[src/design/clt_pkg.sv]
// Shared types, codes and default sizes for the compacting list table.
package clt_pkg;

  localparam int DEPTH_DEFAULT = 16;
  localparam int VALUE_WIDTH_DEFAULT = 32;

  // Width that holds any position or depth the table can be built with.
  localparam int POS_EXT_W = 9;

  typedef enum logic [2:0] {
    REQ_REMOVE  = 3'd0,
    REQ_APPEND  = 3'd1,
    REQ_PUT     = 3'd2,
    REQ_WRITE   = 3'd3,
    REQ_REPLACE = 3'd4,
    REQ_READ    = 3'd5
  } req_t;

  typedef enum logic [1:0] {
    ST_OK        = 2'd0,
    ST_NOT_FOUND = 2'd1,
    ST_FULL      = 2'd2,
    ST_BAD       = 2'd3
  } status_t;

  typedef struct packed {
    logic latch;
    logic exec;
    logic load;
  } cmd_t;

endpackage

[src/design/clt_ctrl.sv]
// Sequencing of request, table update and result beat for the list table.
module clt_ctrl (
  input  logic            clk,
  input  logic            rst,
  input  logic            in_valid,
  output logic            in_stall,
  output logic            out_valid,
  input  logic            out_stall,
  output clt_pkg::cmd_t   cmd
);

  typedef enum logic [1:0] {
    S_READY,
    S_EXEC,
    S_POST
  } state_t;

  state_t state;
  logic   out_free;
  logic   in_accept;

  assign out_free  = !out_valid || !out_stall;
  // In the final state a new request may enter in the same cycle as the result loads.
  assign in_stall  = !((state == S_READY) || ((state == S_POST) && out_free));
  assign in_accept = in_valid && !in_stall;

  assign cmd.latch = in_accept;
  assign cmd.exec  = (state == S_EXEC);
  assign cmd.load  = (state == S_POST) && out_free;

  always_ff @(posedge clk) begin
    if (rst) begin
      state     <= S_READY;
      out_valid <= 1'b0;
    end else begin
      case (state)
        S_READY: begin
          if (in_valid) begin
            state <= S_EXEC;
          end
        end
        S_EXEC: begin
          state <= S_POST;
        end
        S_POST: begin
          if (out_free) begin
            state <= in_valid ? S_EXEC : S_READY;
          end
        end
        default: begin
          state <= S_READY;
        end
      endcase

      if (cmd.load) begin
        out_valid <= 1'b1;
      end else if (!out_stall) begin
        out_valid <= 1'b0;
      end
    end
  end

endmodule

[src/design/clt_datapath.sv]
// Entry cells, parallel match and shift logic, and result registers of the list table.
module clt_datapath #(
  parameter int DEPTH       = clt_pkg::DEPTH_DEFAULT,
  parameter int VALUE_WIDTH = clt_pkg::VALUE_WIDTH_DEFAULT
) (
  input  logic          clk,
  input  logic          rst,
  input  clt_pkg::cmd_t cmd,
  input  logic [2:0]    req_type,
  input  logic [31:0]   value,
  input  logic [3:0]    position,
  input  logic [31:0]   new_value,
  output logic [1:0]    status,
  output logic [31:0]   read_value,
  output logic [4:0]    first_empty
);

  localparam int IDX_W = $clog2(DEPTH);
  localparam int ZW    = $clog2(DEPTH + 1);
  localparam int PW    = clt_pkg::POS_EXT_W;

  typedef logic [VALUE_WIDTH-1:0] word_t;

  word_t                entry [DEPTH];
  word_t                entry_next [DEPTH];
  word_t                shifted [DEPTH];

  clt_pkg::req_t        req_q;
  word_t                val_q;
  word_t                nval_q;
  logic [3:0]           pos_q;
  clt_pkg::status_t     status_q;
  clt_pkg::status_t     status_next;

  logic [DEPTH-1:0]     empty_vec;
  logic [DEPTH-1:0]     empty_first;
  logic [DEPTH-1:0]     below_z;
  logic [DEPTH-1:0]     match_vec;
  logic [DEPTH-1:0]     match_first;
  logic [DEPTH-1:0]     rm_first;
  logic [DEPTH-1:0]     shift_mask;
  logic [DEPTH-1:0]     pos_sel;
  logic                 empty_any;
  logic                 rm_any;
  logic                 match_any;
  logic [ZW-1:0]        z;
  logic [IDX_W-1:0]     pos_idx;
  logic                 pos_ok;
  word_t                rd_entry;
  logic [63:0]          value_ext;
  logic [63:0]          new_value_ext;
  logic [63:0]          rd_ext;
  logic [PW-1:0]        z_ext;

  function automatic logic [DEPTH-1:0] lowest_one(input logic [DEPTH-1:0] v);
    return v & (~v + DEPTH'(1));
  endfunction

  function automatic logic [IDX_W-1:0] encode(input logic [DEPTH-1:0] onehot);
    logic [IDX_W-1:0] idx;
    idx = '0;
    for (int i = 0; i < DEPTH; i++) begin
      if (onehot[i]) begin
        idx = idx | IDX_W'(i);
      end
    end
    return idx;
  endfunction

  assign value_ext     = 64'(value);
  assign new_value_ext = 64'(new_value);

  always_ff @(posedge clk) begin
    if (cmd.latch) begin
      req_q  <= clt_pkg::req_t'(req_type);
      val_q  <= value_ext[VALUE_WIDTH-1:0];
      nval_q <= new_value_ext[VALUE_WIDTH-1:0];
      pos_q  <= position;
    end
  end

  // Per-cell compares; the first empty and first match come from isolating the lowest set bit.
  always_comb begin
    for (int i = 0; i < DEPTH; i++) begin
      empty_vec[i] = (entry[i] == '0);
      match_vec[i] = (entry[i] == val_q);
    end
  end

  assign empty_first = lowest_one(empty_vec);
  assign empty_any   = |empty_vec;
  // With no empty slot the subtraction wraps to all ones, which is the whole table.
  assign below_z     = empty_first - DEPTH'(1);
  assign z           = empty_any ? ZW'(encode(empty_first)) : ZW'(DEPTH);

  assign match_first = lowest_one(match_vec);
  assign match_any   = |match_vec;
  assign rm_first    = lowest_one(match_vec & below_z);
  assign rm_any      = |(match_vec & below_z);
  assign shift_mask  = ~(rm_first - DEPTH'(1)) & below_z;

  assign pos_idx  = PW'(pos_q) < PW'(DEPTH) ? IDX_W'(pos_q) : '0;
  assign pos_ok   = PW'(pos_q) < PW'(DEPTH);
  assign rd_entry = pos_ok ? entry[pos_idx] : '0;

  always_comb begin
    pos_sel = '0;
    if (pos_ok) begin
      pos_sel[pos_idx] = 1'b1;
    end
  end

  // On a remove, cells from the match to the first empty shift down; the top cell takes zero.
  always_comb begin
    for (int i = 0; i < DEPTH - 1; i++) begin
      shifted[i] = entry[i + 1];
    end
    shifted[DEPTH-1] = '0;
  end

  always_comb begin
    status_next = clt_pkg::ST_OK;
    for (int i = 0; i < DEPTH; i++) begin
      entry_next[i] = entry[i];
    end
    case (req_q)
      clt_pkg::REQ_REMOVE: begin
        if (rm_any) begin
          for (int i = 0; i < DEPTH; i++) begin
            if (shift_mask[i]) begin
              entry_next[i] = shifted[i];
            end
          end
        end else begin
          status_next = clt_pkg::ST_NOT_FOUND;
        end
      end
      clt_pkg::REQ_APPEND: begin
        if (empty_any) begin
          for (int i = 0; i < DEPTH; i++) begin
            if (empty_first[i]) begin
              entry_next[i] = val_q;
            end
          end
        end else begin
          status_next = clt_pkg::ST_FULL;
        end
      end
      clt_pkg::REQ_PUT: begin
        if (pos_ok && (rd_entry == '0)) begin
          for (int i = 0; i < DEPTH; i++) begin
            if (pos_sel[i]) begin
              entry_next[i] = val_q;
            end
          end
        end else begin
          status_next = clt_pkg::ST_BAD;
        end
      end
      clt_pkg::REQ_WRITE: begin
        if (pos_ok) begin
          for (int i = 0; i < DEPTH; i++) begin
            if (pos_sel[i]) begin
              entry_next[i] = nval_q;
            end
          end
        end else begin
          status_next = clt_pkg::ST_BAD;
        end
      end
      clt_pkg::REQ_REPLACE: begin
        if (match_any) begin
          for (int i = 0; i < DEPTH; i++) begin
            if (match_first[i]) begin
              entry_next[i] = nval_q;
            end
          end
        end else begin
          status_next = clt_pkg::ST_NOT_FOUND;
        end
      end
      clt_pkg::REQ_READ: begin
        if (!pos_ok) begin
          status_next = clt_pkg::ST_BAD;
        end
      end
      default: begin
        status_next = clt_pkg::ST_OK;
      end
    endcase
  end

  always_ff @(posedge clk) begin
    if (rst) begin
      for (int i = 0; i < DEPTH; i++) begin
        entry[i] <= '0;
      end
    end else if (cmd.exec) begin
      for (int i = 0; i < DEPTH; i++) begin
        entry[i] <= entry_next[i];
      end
    end
  end

  always_ff @(posedge clk) begin
    if (cmd.exec) begin
      status_q <= status_next;
    end
  end

  // The result is read from the updated table when the result register loads.
  assign rd_ext = 64'(rd_entry);
  assign z_ext  = PW'(z);

  always_ff @(posedge clk) begin
    if (cmd.load) begin
      status      <= status_q;
      read_value  <= rd_ext[31:0];
      first_empty <= z_ext[4:0];
    end
  end

endmodule

[src/design/compacting_list_table_top.sv]
// Top level of the compacting list table: controller and datapath.
//
//   channel   handshake              beat contents
//   input     in_valid / in_stall    req_type, value, position, new_value
//   output    out_valid / out_stall  status, read_value, first_empty
//
// Each request is latched, then updates the entry cells through the
// parallel compare and shift logic, then loads the result register from the
// updated table. A new request enters in the cycle its predecessor's result
// loads. Synchronous reset empties every cell at once. A stalled result beat
// holds the next request back in its final cycle.
module compacting_list_table_top #(
  parameter int DEPTH       = clt_pkg::DEPTH_DEFAULT,
  parameter int VALUE_WIDTH = clt_pkg::VALUE_WIDTH_DEFAULT
) (
  input  logic        clk,
  input  logic        rst,
  input  logic        in_valid,
  output logic        in_stall,
  input  logic [2:0]  req_type,
  input  logic [31:0] value,
  input  logic [3:0]  position,
  input  logic [31:0] new_value,
  output logic        out_valid,
  input  logic        out_stall,
  output logic [1:0]  status,
  output logic [31:0] read_value,
  output logic [4:0]  first_empty
);

  clt_pkg::cmd_t cmd;

  clt_ctrl u_ctrl (
    .clk       (clk),
    .rst       (rst),
    .in_valid  (in_valid),
    .in_stall  (in_stall),
    .out_valid (out_valid),
    .out_stall (out_stall),
    .cmd       (cmd)
  );

  clt_datapath #(
    .DEPTH       (DEPTH),
    .VALUE_WIDTH (VALUE_WIDTH)
  ) u_datapath (
    .clk         (clk),
    .rst         (rst),
    .cmd         (cmd),
    .req_type    (req_type),
    .value       (value),
    .position    (position),
    .new_value   (new_value),
    .status      (status),
    .read_value  (read_value),
    .first_empty (first_empty)
  );

endmodule

[config.mk]
export PLATFORM = sky130hd
export DESIGN_NAME = compacting_list_table_top
export DESIGN_NICKNAME = d
export VERILOG_FILES = /design/src/design/clt_pkg.sv /design/src/design/clt_ctrl.sv /design/src/design/clt_datapath.sv /design/src/design/compacting_list_table_top.sv
export SDC_FILE = /design/constraint.sdc
export NUM_CORES = 1
export LEC_CHECK = 0
export ABC_CLOCK_PERIOD_IN_PS = 5860
export BUFFER_PORTS_ARGS = -buffer_cell sky130_fd_sc_hd__buf_4
export CORE_ASPECT_RATIO = 0.6
export CORE_MARGIN = 2
export CORE_UTILIZATION = 35
export DETAILED_ROUTE_END_ITERATION = 16
export GPL_TIMING_DRIVEN = 0
export PLACE_DENSITY = 0.56
export SYNTH_ARGS = -nofsm -noshare
export SYNTH_HDL_FRONTEND = slang
export SYNTH_SLANG_ARGS = --single-unit
[constraint.sdc]
create_clock -name clk -period 5.86 [get_ports clk]
set_input_delay 0.293 -clock clk [delete_from_list [all_inputs] [get_ports clk]]
set_output_delay 0.293 -clock clk [all_outputs]
set_load 0.005 [all_outputs]
==> metrics.cfg <==
[worst_setup_path]
r2r_end=u_datapath.entry[14][13]
rrSetupSlack_ns=-0.18
r2r_start=u_datapath.entry[0][0]
reg2reg_depth=12
crit_arrival_ns=6.47
cp-end-kind=flip-flop
crit_type=flip-flop to flip-flop
path_max_fanout=11
required_ns=6.29
worst_setup_path_start_kind=flip-flop

[drt]
vias=33218
viasPerCell=6.89
drc_errors=0
wl_per_cell_um=47.9
postRouteAntennaNets=0
dr.pass1.iters=6
drt_iter0_markers=6847
routed_wl_um=231000

[clock_tree]
cts_made_buffers=68
clk_pin_slew_ns=0.06
clk_latency_ns=0.69
htreeDepth=3
clock_sinks=631
clock_path_buffers=3
cts_root_buf=clkbuf_16
cts_tree=built

[placement]
port_buffers=114
dp_cells=4608
preCtsSetupSlack_ns=-1.48
place_hpwl_um=183000
place_congestion=1.06

[timing]
slew_violations=2
skew_ns=0.0297
holdWs_ns=0.0541
setup_viol=99
final-hold-violation-count=0
period_share=1.03
relSlewSlack=-0.0845
finalSetupTns_ns=-8.03
fmax_ghz=0.166
rsz0062_at_grt=false
setup_ws_ns=-0.175
worstMarginPinSlew_ns=1.61
min_period_ns=6.04

[logic_synthesis]
synth_top_area_share=0.520
synth.avg_cell_area_um2=11.6
yosysWarnings=0
synth_area_leader_cell=edfxtp_1
synth_cells=3100
ys_ff_latch=631
syn_nets=3175
synth-async-reset-ratio=0
synthTopCellsByArea=edfxtp_1 (52%), mux4_2 (8.0%), xor2_1 (7.6%), xnor2_1 (4.9%), a21oi_1 (4.8%)
synth_area_um2=36000
synthFlopType=edfxtp_1
synth_edf_count=624
yosysUniqueCellTypes=54
seq_area_frac_synth=0.524

[min_path]
hold_depth=3
whs_endpoint=u_ctrl.state[0]
holdCritPathClass=input port to flip-flop
hp-start=in_valid

[run]
cap_violations=2

[power]
p_total_w=0.0138
p_leak_nw=15.5
pwr-share-clk=0.326
vdd_drop_max_mv=0.188
p_switching_w=0.00497
power_frac_seq=0.457
pwr_density_cell_nw_per_um2=324
p_int_w=0.00883
swShare=0.360
combPwrFrac=0.217

[global_route]
use_met3=0.309
grt_pass1_vias=29103
grt_pass1_wl_um=294000
grt.met2_usage=0.461
antenna_found_initial=13
top_usage_layer=met1
use_met1=0.647
grt-ovfl-total=0
track_usage=0.428
grt_max_degree=40

[cells_and_area]
num-nets-final=3497
instances_no_fill=4824
drive_gt1_frac=0.155
fillers=9904
area_growth_pct=18.4

[floorplanning]
die_h_um=253
initial_core_util=0.352
rows=91
ios=116
die_w_um=418
dieArea_um2=106000
core-area_um2=102000

[status]
violations=capacitance limit, slew limit, setup timing
status=finished, violations left

power groups by stage:
stage | Combinational (W) | Sequential, W | Clock, W
6_report | 0.00299 | 0.00631 | 0.00450
5_1_grt | 0.00297 | 0.00625 | 0.00463
4_1_cts | 0.00274 | 0.00619 | 0.00448
3_5_place_dp | 0.00267 | 0.00628 | 0
3_3_place_gp | 0.00259 | 0.00632 | 0
2_1_floorplan | 0.00142 | 0.00582 | 0
layout by cell type (no fill, tap or decap), types with 5 or more instances in the layout:
cell,instances
nand2b_1,12
clkinv_1,15
dfxtp_1,7
a31oi_1,8
dlygate4sd3_1,72
nor4_4,5
nand2_1,386
inv_1,14
nor2_1,96
buf_2,35
bufinv_16,6
mux4_2,128
buf_6,42
a21o_1,162
o21ai_0,22
a21oi_1,345
nand3_1,5
diode_2,5
clkinv_2,8
xor2_1,312
clkbuf_16,69
edfxtp_1,624
clkbuf_1,166
nor4_2,13
a22oi_1,95
xnor2_1,200
buf_8,13
buf_12,8
nor2b_1,6
nor4_1,221
buf_4,170
nand4_1,106
nor3_1,12
state kept, by name, indices dropped and copies added, names as in the netlist, named ones only:
| name | cells |
|---|---|
| u_datapath.entry | 512 |
| u_datapath.nval_q | 32 |
| u_datapath.read_value | 32 |
| u_datapath.val_q | 32 |
| u_datapath.first_empty | 5 |
| u_datapath.pos_idx | 4 |
| u_datapath.req_q | 3 |
| u_ctrl.state | 2 |
| u_datapath.status | 2 |
| u_datapath.status_q | 2 |
| u_ctrl.out_valid | 1 |
layout make-up:
class                      count  area, um^2  share of cell area
antenna                        5        12.5            0.000293
clock inverter                37         358             0.00839
tap                         1348        1690              0.0396
clock buffer                  82        1780              0.0416
multi-input combinational   2207       16200               0.380
sequential                   631       18900               0.443
inverter                      15        58.8             0.00138
buffer                       247        1320              0.0310
timing repair buffer         252        2330              0.0547
worst max-delay path by stage:
stage / start / slack (ns) / to / cells after the start
2_1_floorplan: flip-flop / 0.44 / u_datapath.entry[5][0] / 13
3_3_place_gp: flip-flop / -5.53 / u_datapath.entry[12][16] / 12
3_5_place_dp: flip-flop / -1.48 / u_datapath.entry[14][12] / 15
4_1_cts: flip-flop / 0.00001 / u_datapath.entry[9][9] / 16
5_1_grt: flip-flop / 0.008 / u_datapath.entry[0][15] / 15
6_report: u_datapath.entry[0][0] / -0.18 / u_datapath.entry[14][13] / 12
critical path, cell delays in order, from the launching register on:
cell and delay [ns]:
edfxtp_1 0.65, nor4_1 0.62, nand4_1 0.80, nor2_1 0.79, nor3_1 0.19, o21ai_0 0.40, a31oi_1 0.36, or4_1 0.67
nor3_1 0.60, nor3_4 0.16, buf_6 0.20, buf_6 0.16, buf_6 0.16
routing by layer:
metal | share of wire | vias up
met2 | 0.33 | 3333
li1 | - | 12408
met5 | 0.0021 | -
met4 | 0.021 | 16
met3 | 0.21 | 307
met1 | 0.44 | 17154
kinds of logic after synthesis:
family	after synthesis	share of synthesized area
buffers and inverters	262	0.0342
AO/OA/AOI/OAI	672	0.115
AND/OR/NAND/NOR	891	0.121
XOR/XNOR	513	0.125
flip-flops	631	0.524
multiplexers	131	0.0809
cells in the mapped netlist, drive strengths merged (2+ instances only):
library cell / count
o221ai: 3
nor2: 99
nor2b: 6
edfxtp: 624
inv: 15
nand3b: 3
a21o: 162
o21bai: 2
or2: 3
buf: 93
mux4: 128
mux2: 3
o22a: 2
nand2b: 12
nand2: 386
o21ai: 24
a31oi: 8
xor2: 312
nor3: 19
a211o: 3
nor4: 239
a21oi: 347
nand4: 106
or4: 4
a211oi: 6
dfxtp: 7
o211ai: 4
and2: 3
o31ai: 2
or3: 3
nand3: 5
xnor2: 201
o2bb2ai: 2
clkbuf: 154
a22oi: 97
o21a: 2
per-stage QoR:
stage / cell area (um^2) / utilization
after floorplan: 36000 / -
after global placement: 38600 / 0.377
after detailed placement: 39300 / 0.384
after CTS: 42300 / 0.414
after global routing: 42600 / 0.416
final: 42600 / 0.417
timing repair:
item,4_1_cts,5_1_grt
buffers inserted,4,16
hold endpoints to repair,79,0
hold buffers,72,0
setup endpoints to repair,512,234
cloned,0,0
gates resized for setup,31,35
pin swaps,5,8
Note: power is estimated with default switching activity, not from simulation.
